===== config.mk =====
export PLATFORM = sky130hd
export DESIGN_NAME = velocity_pid_filtered_derivative
export DESIGN_NICKNAME = d
export VERILOG_FILES = /design/src/sv/vpid_pkg.sv /design/src/sv/vpid_alu.sv /design/src/sv/velocity_pid_filtered_derivative.sv
export SDC_FILE = /design/constraint.sdc
export NUM_CORES = 2
export LEC_CHECK = 0
export BUFFER_PORTS_ARGS = -buffer_cell sky130_fd_sc_hd__buf_2
export CAP_MARGIN = 30
export CORE_ASPECT_RATIO = 0.5
export CORE_UTILIZATION = 60
export CTS_BUF_LIST = sky130_fd_sc_hd__clkbuf_4 sky130_fd_sc_hd__clkbuf_8
export DETAILED_ROUTE_END_ITERATION = 7
export PLACE_DENSITY = 0.79
export SETUP_SLACK_MARGIN = 0.5
export SLEW_MARGIN = 20
export SYNTH_ARGS = -nofsm -noshare
export SYNTH_HDL_FRONTEND = slang
export SYNTH_SLANG_ARGS = --single-unit

===== constraint.sdc =====
create_clock -name i_clk -period 10.5 [get_ports i_clk]
set_clock_uncertainty 0.1 [all_clocks]
set_input_delay 2.1 -clock i_clk [delete_from_list [all_inputs] [get_ports i_clk]]
set_output_delay 2.1 -clock i_clk [all_outputs]
set_load 0.005 [all_outputs]

===== src/sv/vpid_pkg.sv =====
package vpid_pkg;

    localparam int CFG_AW = 3;

    // register index on the configuration channel
    typedef enum logic [CFG_AW-1:0] {
        CFG_KP    = 3'd0,
        CFG_IRAT  = 3'd1,
        CFG_DRAT  = 3'd2,
        CFG_FC    = 3'd3,
        CFG_BETA  = 3'd4,
        CFG_GAMMA = 3'd5,
        CFG_OMIN  = 3'd6,
        CFG_OMAX  = 3'd7
    } t_cfg_idx;

    localparam logic [16:0]        Q_ONE     = 17'd65536;
    localparam logic [16:0]        FC_RST    = 17'd59578;
    localparam logic signed [31:0] BETA_RST  = 32'sd65536;
    localparam logic signed [65:0] Q_HALF    = 66'sd32768;
    localparam logic signed [63:0] SAT_MAX   = 64'sd2147483647;
    localparam logic signed [63:0] SAT_MIN   = -64'sd2147483648;

    typedef enum logic [3:0] {
        ST_IDLE,
        ST_EN,
        ST_EP,
        ST_ED,
        ST_II,
        ST_EDT,
        ST_EDF,
        ST_PD,
        ST_SD,
        ST_IIP,
        ST_INNER,
        ST_KP,
        ST_DU,
        ST_SUM,
        ST_CLAMP
    } t_state;

    typedef struct packed {
        logic signed [32:0] mul_a;
        logic signed [32:0] mul_b;
        logic signed [63:0] add_a;
        logic signed [63:0] add_b;
        logic signed [63:0] add_c;
    } t_alu_req;

    typedef struct packed {
        logic signed [63:0] q;
        logic signed [63:0] sum;
        logic signed [31:0] sat;
    } t_alu_rsp;

    function automatic logic signed [31:0] sat32(input logic signed [63:0] x);
        logic signed [31:0] r;
        if (x > SAT_MAX) begin
            r = 32'sh7fffffff;
        end else if (x < SAT_MIN) begin
            r = 32'sh80000000;
        end else begin
            r = x[31:0];
        end
        return r;
    endfunction

endpackage


===== src/sv/vpid_alu.sv =====
module vpid_alu
    import vpid_pkg::*;
(
    input  logic     i_clk,
    input  t_alu_req i_req,
    output t_alu_rsp o_rsp
);

    logic signed [32:0] w_a;
    logic signed [32:0] w_b;
    logic signed [65:0] r_prod;
    logic signed [65:0] w_rnd;
    logic signed [65:0] w_q66;
    logic signed [63:0] w_x;
    logic signed [63:0] w_y;
    logic signed [63:0] w_z;
    logic signed [63:0] w_sum;

    assign w_a = i_req.mul_a;
    assign w_b = i_req.mul_b;

    // product registered, consumed in the following cycle
    always_ff @(posedge i_clk) begin
        r_prod <= w_a * w_b;
    end

    // round half up back to q16.16
    assign w_rnd = r_prod + Q_HALF;
    assign w_q66 = w_rnd >>> 16;

    assign w_x   = i_req.add_a;
    assign w_y   = i_req.add_b;
    assign w_z   = i_req.add_c;
    assign w_sum = w_x + w_y + w_z;

    assign o_rsp.q   = w_q66[63:0];
    assign o_rsp.sum = w_sum;
    assign o_rsp.sat = sat32(w_sum);

endmodule


===== src/sv/velocity_pid_filtered_derivative.sv =====
// channel   | dir | handshake                     | payload
// ----------+-----+-------------------------------+--------------------------------
// s stream  | in  | i_s_tvalid / o_s_tready       | i_s_tdata: measured, setpoint
// m stream  | out | o_m_tvalid / i_m_tready       | o_m_tdata: drive
// cfg write | in  | i_cfg_valid / o_cfg_ready     | i_cfg_addr, i_cfg_data
//
// one word at a time, taken only in idle; each word then runs 14 steps through one
// shared 33x33 multiplier and one three-input adder with saturation
// the result sits in an output register; the last step waits there while it is untaken
// reset is synchronous: configuration takes its defaults, history clears to zero
// the configuration channel is always ready
module velocity_pid_filtered_derivative
    import vpid_pkg::*;
(
    input  logic              i_clk,
    input  logic              i_rst_n,
    input  logic              i_s_tvalid,
    output logic              o_s_tready,
    input  logic [63:0]       i_s_tdata,   // [31:0] measured, [63:32] setpoint
    output logic              o_m_tvalid,
    input  logic              i_m_tready,
    output logic [31:0]       o_m_tdata,   // [31:0] drive
    input  logic              i_cfg_valid,
    output logic              o_cfg_ready,
    input  logic [CFG_AW-1:0] i_cfg_addr,
    input  logic [31:0]       i_cfg_data
);

    t_state r_state;
    t_state n_state;

    logic signed [31:0] r_kp, r_irat, r_drat, r_beta, r_gamma, r_omin, r_omax;
    logic [16:0]        r_fc;

    logic signed [31:0] r_ppe, r_fp, r_fp2, r_pdrv;

    logic signed [31:0] r_m, r_sp;
    logic signed [31:0] r_en, r_ep, r_ed, r_edf, r_pd, r_sd, r_inner, r_du;
    logic signed [63:0] r_ii, r_t;

    logic               r_out_valid;
    logic signed [31:0] r_out;

    t_alu_req           w_req;
    t_alu_rsp           w_rsp;
    logic [16:0]        w_fc;
    logic [16:0]        w_fcn;
    logic               w_fin;
    logic signed [31:0] w_drive;

    vpid_alu u_alu (
        .i_clk (i_clk),
        .i_req (w_req),
        .o_rsp (w_rsp)
    );

    // weight above one acts as one
    assign w_fc  = (r_fc > Q_ONE) ? Q_ONE : r_fc;
    assign w_fcn = Q_ONE - w_fc;

    // clamp, upper bound first
    always_comb begin
        if (r_t > 64'(r_omax)) begin
            w_drive = r_omax;
        end else if (r_t < 64'(r_omin)) begin
            w_drive = r_omin;
        end else begin
            w_drive = r_t[31:0];
        end
    end

    // next state
    always_comb begin
        n_state = r_state;
        case (r_state)
            ST_IDLE:  if (i_s_tvalid) n_state = ST_EN;
            ST_EN:    n_state = ST_EP;
            ST_EP:    n_state = ST_ED;
            ST_ED:    n_state = ST_II;
            ST_II:    n_state = ST_EDT;
            ST_EDT:   n_state = ST_EDF;
            ST_EDF:   n_state = ST_PD;
            ST_PD:    n_state = ST_SD;
            ST_SD:    n_state = ST_IIP;
            ST_IIP:   n_state = ST_INNER;
            ST_INNER: n_state = ST_KP;
            ST_KP:    n_state = ST_DU;
            ST_DU:    n_state = ST_SUM;
            ST_SUM:   n_state = ST_CLAMP;
            ST_CLAMP: if (w_fin) n_state = ST_IDLE;
            default:  n_state = ST_IDLE;
        endcase
    end

    // operand selection; each product is used by the adder one step later
    always_comb begin
        w_req      = '0;
        o_s_tready = 1'b0;
        w_fin      = 1'b0;
        case (r_state)
            ST_IDLE: begin
                o_s_tready = 1'b1;
            end
            ST_EN: begin
                w_req.mul_a = 33'(r_beta);
                w_req.mul_b = 33'(r_sp);
                w_req.add_a = 64'(r_sp);
                w_req.add_b = -64'(r_m);
            end
            ST_EP: begin
                w_req.mul_a = 33'(r_gamma);
                w_req.mul_b = 33'(r_sp);
                w_req.add_a = w_rsp.q;
                w_req.add_b = -64'(r_m);
            end
            ST_ED: begin
                w_req.mul_a = 33'(r_irat);
                w_req.mul_b = 33'(r_en);
                w_req.add_a = w_rsp.q;
                w_req.add_b = -64'(r_m);
            end
            ST_II: begin
                w_req.mul_a = 33'(r_ed);
                w_req.mul_b = {16'b0, w_fc};
                w_req.add_a = w_rsp.q;
            end
            ST_EDT: begin
                w_req.mul_a = 33'(r_fp);
                w_req.mul_b = {16'b0, w_fcn};
                w_req.add_a = w_rsp.q;
            end
            ST_EDF: begin
                w_req.add_a = w_rsp.q;
                w_req.add_b = r_t;
            end
            ST_PD: begin
                w_req.add_a = 64'(r_ep);
                w_req.add_b = -64'(r_ppe);
            end
            ST_SD: begin
                w_req.add_a = 64'(r_edf);
                w_req.add_b = -(64'(r_fp) <<< 1);
                w_req.add_c = 64'(r_fp2);
            end
            ST_IIP: begin
                w_req.mul_a = 33'(r_drat);
                w_req.mul_b = 33'(r_sd);
                w_req.add_a = 64'(r_pd);
                w_req.add_b = r_ii;
            end
            ST_INNER: begin
                w_req.add_a = w_rsp.q;
                w_req.add_b = r_ii;
            end
            ST_KP: begin
                w_req.mul_a = 33'(r_kp);
                w_req.mul_b = 33'(r_inner);
            end
            ST_DU: begin
                w_req.add_a = w_rsp.q;
            end
            ST_SUM: begin
                w_req.add_a = 64'(r_pdrv);
                w_req.add_b = 64'(r_du);
            end
            ST_CLAMP: begin
                w_fin = !r_out_valid || i_m_tready;
            end
            default: begin
                w_req = '0;
            end
        endcase
    end

    always_ff @(posedge i_clk) begin
        if (!i_rst_n) begin
            r_state <= ST_IDLE;
        end else begin
            r_state <= n_state;
        end
    end

    // working registers
    always_ff @(posedge i_clk) begin
        case (r_state)
            ST_IDLE: begin
                r_m  <= i_s_tdata[31:0];
                r_sp <= i_s_tdata[63:32];
            end
            ST_EN:    r_en    <= w_rsp.sat;
            ST_EP:    r_ep    <= w_rsp.sat;
            ST_ED:    r_ed    <= w_rsp.sat;
            ST_II:    r_ii    <= w_rsp.sum;
            ST_EDT:   r_t     <= w_rsp.sum;
            ST_EDF:   r_edf   <= w_rsp.sat;
            ST_PD:    r_pd    <= w_rsp.sat;
            ST_SD:    r_sd    <= w_rsp.sat;
            ST_IIP:   r_ii    <= w_rsp.sum;
            ST_INNER: r_inner <= w_rsp.sat;
            ST_DU:    r_du    <= w_rsp.sat;
            ST_SUM:   r_t     <= w_rsp.sum;
            default: begin
            end
        endcase
        if (w_fin) begin
            r_out <= w_drive;
        end
    end

    // configuration and loop history
    always_ff @(posedge i_clk) begin
        if (!i_rst_n) begin
            r_kp    <= '0;
            r_irat  <= '0;
            r_drat  <= '0;
            r_fc    <= FC_RST;
            r_beta  <= BETA_RST;
            r_gamma <= '0;
            r_omin  <= '0;
            r_omax  <= '0;
            r_ppe   <= '0;
            r_fp    <= '0;
            r_fp2   <= '0;
            r_pdrv  <= '0;
        end else begin
            if (i_cfg_valid) begin
                case (i_cfg_addr)
                    CFG_KP:    r_kp    <= i_cfg_data;
                    CFG_IRAT:  r_irat  <= i_cfg_data;
                    CFG_DRAT:  r_drat  <= i_cfg_data;
                    CFG_FC:    r_fc    <= i_cfg_data[16:0];
                    CFG_BETA:  r_beta  <= i_cfg_data;
                    CFG_GAMMA: r_gamma <= i_cfg_data;
                    CFG_OMIN:  r_omin  <= i_cfg_data;
                    CFG_OMAX:  r_omax  <= i_cfg_data;
                    default: begin
                    end
                endcase
            end
            if (w_fin) begin
                r_ppe  <= r_ep;
                r_fp2  <= r_fp;
                r_fp   <= r_edf;
                r_pdrv <= w_drive;
            end
        end
    end

    always_ff @(posedge i_clk) begin
        if (!i_rst_n) begin
            r_out_valid <= 1'b0;
        end else if (w_fin) begin
            r_out_valid <= 1'b1;
        end else if (i_m_tready) begin
            r_out_valid <= 1'b0;
        end
    end

    assign o_m_tvalid  = r_out_valid;
    assign o_m_tdata   = r_out;
    assign o_cfg_ready = 1'b1;

    a_start: assert property (@(posedge i_clk) disable iff (!i_rst_n)
        (i_s_tvalid && o_s_tready) |=> (r_state == ST_EN))
        else $error("accepted word did not start the sequence");

    a_one_at_a_time: assert property (@(posedge i_clk) disable iff (!i_rst_n)
        (i_s_tvalid && o_s_tready) |=> !o_s_tready)
        else $error("second word taken while busy");

    a_history: assert property (@(posedge i_clk) disable iff (!i_rst_n)
        w_fin |=> (r_fp2 == $past(r_fp)))
        else $error("filtered derivative history shifted wrongly");

    a_out_load: assert property (@(posedge i_clk) disable iff (!i_rst_n)
        w_fin |=> (o_m_tvalid && (o_m_tdata == $past(w_drive))))
        else $error("result word not presented after final step");

endmodule

# Yosys cells after proc, flatten, opt, wreduce, memory -nomap -nowiden
# Index checks and enable logic that the tools add are counted.
# W data, S select, Z words.
# classes
eq_ne	23
mul	1
n_mux	16
n_lt_le_gt_ge	5
addsub	7
n_reduce_logical	19
# ops
cell	n
$pmux W64 S6	2
$pmux W66 S7	1
$add A64 B64 Y64	2
$mux W32	4
$neg A32 Y64	2
$add A66 B17 Y66 const B	1
$mul A33 B33 Y66	1
$gt A64 B32 Y1	1
$gt A64 B32 Y1 const B	1
$lt A64 B32 Y1	1
$lt A64 B32 Y1 const B	1
$mux W64	1
$neg A33 Y64	1
$pmux W4 S15	1
$eq A4 B4 Y1 const B	7
$reduce_and A2 Y1	9
$gt A17 B17 Y1 const B	1
$mux W17	1
$sub A17 B17 Y17 const A	1
$eq A4 B3 Y1 const B	4
$eq A3 B3 Y1 const B	4
$eq A4 B2 Y1 const B	2
$mux W4	2
$reduce_or A7 Y1	1
other kinds (12)	19
# word_totals
reg_bits	920
elab_cells	99
out_inout_bits	35

# Logic depth before layout (Yosys ltp)
# logic_depth
word_depth	8
depth_mapped	42

# Modules after synthesis
# A second synthesis with hierarchy kept.
# unflattened
cells_unflattened	8880
hier_area_um2	84776.3
# by_module_without_submodules
mod	area_per_inst_um2	cells_each	seq_area_each_um2	instances
vpid_alu	44908.1	4881	1021.0	1
velocity_pid_filtered_derivative	39868.2	3999	21901.0	1

# Worst setup path after synthesis
# No wires, ideal clock.
# synth_path
path_type	reg-to-reg
startpoint	register r_state[3]
endpoint	register u_alu.r_prod[64]
path_stages_with_launch	40
required_time_ns	10.328
period_less_slack_ns	10.659
setup_time_ns	0.072
path_slack_ns	-0.159
arrival_time_ns	10.486
n_path_buf	6
cell_sequence	dfxtp_1 -> buf_2 -> or2_2 -> clkbuf_1 -> nor2_1 -> clkbuf_1 -> buf_1 -> buf_1 -> a222oi_1 -> nand2_1 -> clkbuf_1 -> nand2_1 -> fa_1 -> inv_1 -> fa_1 -> inv_1 -> fa_1 -> inv_1 -> [... 4 more ...] -> fa_1 -> fa_1 -> inv_1 -> fa_1 -> inv_1 -> ha_1 -> a21o_1 -> a21o_1 -> a21o_1 -> a221oi_1 -> o21ai_0 -> a21o_1 -> a21oi_1 -> o21ai_0 -> nor2_1 -> nor3_1 -> a2111oi_0 -> xnor2_1
# synth_between
elab_chain_cells	3
word_cells_on_any_way	9
classes_between	1 x mul; 7 x eq/ne; 1 x mux
# synth_rtl
item	line_no	source
from (decl)	velocity_pid_filtered_derivative.sv:29	t_state r_state;
from (signal assigned)	velocity_pid_filtered_derivative.sv:179	r_state <= n_state;
$eq A4 B4 Y1 (tied with other cells)	velocity_pid_filtered_derivative.sv:100	case (r_state)
$pmux W66 S7 *	velocity_pid_filtered_derivative.sv:100	
$mul A33 B33 Y66 *	vpid_alu.sv:24	r_prod <= w_a * w_b;
to (signal assigned)	vpid_alu.sv:24	
to (decl)	vpid_alu.sv:11	logic signed [65:0] r_prod;
# Every way passes the cells marked *; elsewhere a longest branch is shown, timed or not.
# A chain may end at the register's enable or synchronous reset.

# Worst setup path in the final report
# layout_path
startpoint	register r_fc[2]
endpoint	register u_alu.r_prod[62]
# layout_between
elab_chain_cells	5
# layout_rtl
item	line_no	source
from (decl)	velocity_pid_filtered_derivative.sv:33	logic [16:0] r_fc;
from (signal assigned)	velocity_pid_filtered_derivative.sv:231	CFG_FC: r_fc <= i_cfg_data[16:0];
$gt A17 B17 Y1	velocity_pid_filtered_derivative.sv:58	assign w_fc = (r_fc > Q_ONE) ? Q_ONE : r_fc;
$mux W17 *	velocity_pid_filtered_derivative.sv:58	
$sub A17 B17 Y17	velocity_pid_filtered_derivative.sv:59	assign w_fcn = Q_ONE - w_fc;
$pmux W66 S7 *	velocity_pid_filtered_derivative.sv:100	
$mul A33 B33 Y66 *	vpid_alu.sv:24	
# Marked as above.

==> impl_results.md <==
- TritonRoute pass-1 iters: 8
- Sequential fraction of the synthesis area: 27.1%
- # port buffers: 137
- CTS Buffer Depth: 3
- Clock sink count: 905
- Final hold slack: 0.364 ns
- Synthesized area: 84600 um2
- Worst setup path start: r_fc[2]
- Clock transition at the registers of the reported paths: 0.06 ns
- Overall die height: 268 um
- Most frequent cells in the layout: nand2_1, inv_1, fa_1
- Core area: 140000 um2
- IO Count: 139
- Final ANT Viol Nets: 0
- Largest stage delay, worst path: 0.65 ns
- Post-Synthesis Cells: 9129
- # H-tree levels: 4
- Vias per std cell: 6.18
- Cell chosen for the clock root: clkbuf_8
- Highest-delay cell along the critical path: fa_2
- Hold-fix buffers, CTS: 0
- Yosys warns: 0
- Crit start category: flop
- Lkg Pwr: 39.7 nW
- Critical path arrival: 10.55 ns
- Syn_nets: 10.8k
- Async S/R FF share, synth: 0%
- Max cap viols: 0
- Final TNS setup: 0 ns
- Period utilization: 94.2%
- GRT Util Overall: 40.6%
- Final Core Density: 66.7%
- RSZ-0062 raised after global routing: true
- WL/cell: 25.4 um
- Share of cells above drive strength 1: 10.4%
- Total power: 11.0 mW
- Initial Util: 60.5%
- # DRC: 0
- Netlist cell types: 93
- Detailed Place HPWL: 218000 um
- Initial antenna violation count: 14
- Final setup vio count: 0
- FF-to-FF Start: r_fc[2]
- Pwr/cell area: 118 nW/um2
- Pins Over Slew Limit: 0
- DRT iter0 DRCs: 10.0k
- FMAX: 101 MHz
- Largest regs: r_ii x64, r_t x64, u_alu.r_prod x51
- Total Nets Final: 11.0k
- Critical path class: reg -> reg
- CP dominant cell by count: fa_1
- Least-Margin Pin Slew: 1.06 ns
- DR vias: 69.7k
- Largest net degree at the start of global routing: 134
- Die area: 143000 um2
- Hold Path Origin: r_kp[20]
- Worst VDD drop: 0.137 mV
- Vias in the first global route: 68.9k
- TritonCTS buffer count: 144
- Hold Crit Class: reg -> reg
- Final Hold Vio Count: 0
- Clock latency on the worst-skew pair: 0.85 ns
- Gp weighted congestion: 1.02
- Num rows: 97
- Gr ovfl total: 0
- Synth Flop Type: edfxtp_1
- Die X: 533 um
- Routed wire length: 287000 um
- Minimum clock period: 9.89 ns
- Run status: finished, final reports clean
- CTS tree: done
- Commonest non-fill, non-tap cell in the layout: nand2_1
- First-pass GRT wire length: 429000 um
- Area Overhead vs Synth: 10.2%
- Crit path max fanout: 5
- Synth Register Bits: 905
- Critical Path RT: 11.17 ns
- Rel. slew slack: 29.0%
- CP endpoint kind: flop
- Number of synthesized flops with an enable pin: 480
- Mean Syn Cell Area: 9.27 um2
## worst max-delay path: cells and delay by family (launching register included)
| family | cells | cell delay (ns) |
|---|---|---|
| AOI/OAI and AO/OA | 5 | 0.78 |
| buffers and inverters | 10 | 1.37 |
| adders and majority gates | 9 | 4.71 |
| and+or+nand+nor | 11 | 2.18 |
| xor gates and xnor gates | 2 | 0.29 |
| DFF | 1 | 0.36 |
## path summary, 6_finish.rpt
path              slack, ns  depth (start not counted)          endpoint
hold / removal         0.36                          2          r_kp[20]
setup / recovery       0.61                         37  u_alu.r_prod[62]
setup reg to reg       0.61                         37  u_alu.r_prod[62]
hold reg to reg        0.36                          2          r_kp[20]
## synthesized netlist by cell type (44+ instances only)
cell type / n / area, um2
a222oi_1: 114 / 1140
xor2_1: 94 / 823
inv_1: 1522 / 5710
nand3_1: 126 / 631
and3_1: 75 / 469
and2_1: 44 / 275
nor3_1: 105 / 526
dfxtp_1: 425 / 8510
buf_1: 49 / 184
clkbuf_1: 443 / 1660
nand4_1: 129 / 807
a211oi_1: 53 / 398
nand2b_1: 50 / 313
a21o_1: 103 / 773
fa_1: 1186 / 23700
a22oi_1: 82 / 616
nand2_1: 1625 / 6100
nor2_1: 575 / 2160
a21boi_0: 334 / 2510
xnor2_1: 147 / 1290
edfxtp_1: 480 / 14400
a21oi_1: 242 / 1210
o211ai_1: 44 / 330
o21ai_0: 151 / 756
ha_1: 407 / 5090
## power by group
part           internal [mW]  switching (mW)
logic                   1.09            2.28
clock network           1.81            1.51
registers               4.10           0.251
## cell type report
type	count	area (um2)
Inverter	1524	5740
Fill cell	11043	46600
Timing Repair Buffer	524	4320
Clock buffer	202	2520
Tap cell	1881	2350
Clock inverter	57	567
Sequential cell	905	22900
Multi-Input combinational cell	6178	54800
Antenna cell	9	22.5
## cells by family (layout without fill, tap and decap cells)
logic type | after synthesis | count (layout) | synth area share (%)
fa+ha+maj | 1593 | 1593 | 34.1
simple gates | 2929 | 2930 | 15.1
other cells | 1 | 10 | 0.00443
buf+inv | 2047 | 2307 | 9.13
mux | 41 | 41 | 0.489
compound gates | 1372 | 1372 | 11.7
xor+xnor | 241 | 241 | 2.49
flops | 905 | 905 | 27.1
## per-layer routing
layer	part of all wire (%)	up-vias	track usage, %
li1	-	29851	-
met1	38	34207	56.4
met3	17	756	14.9
met2	41	4916	57.8
met4	4.2	10	15.2
met5	0.024	-	0.101
## what timing repair did
item                       4_1_cts  5_1_grt
setup endpoints to repair       32       35
cloned                           3        1
buffers inserted                17       37
gates resized for setup         34      114
pin swaps                       12       53
## through the flow
step,worst slack (ns),instances,cell area [um2]
after CTS,0.483,11230,92500
after floorplan,0.511,9129,84700
after detailed placement,0.112,10951,89100
after global routing,0.367,11274,93300
after global placement,0.207,10945,89000
final,0.612,11280,93300
No activity file was read; power rests on OpenSTA's default activity.
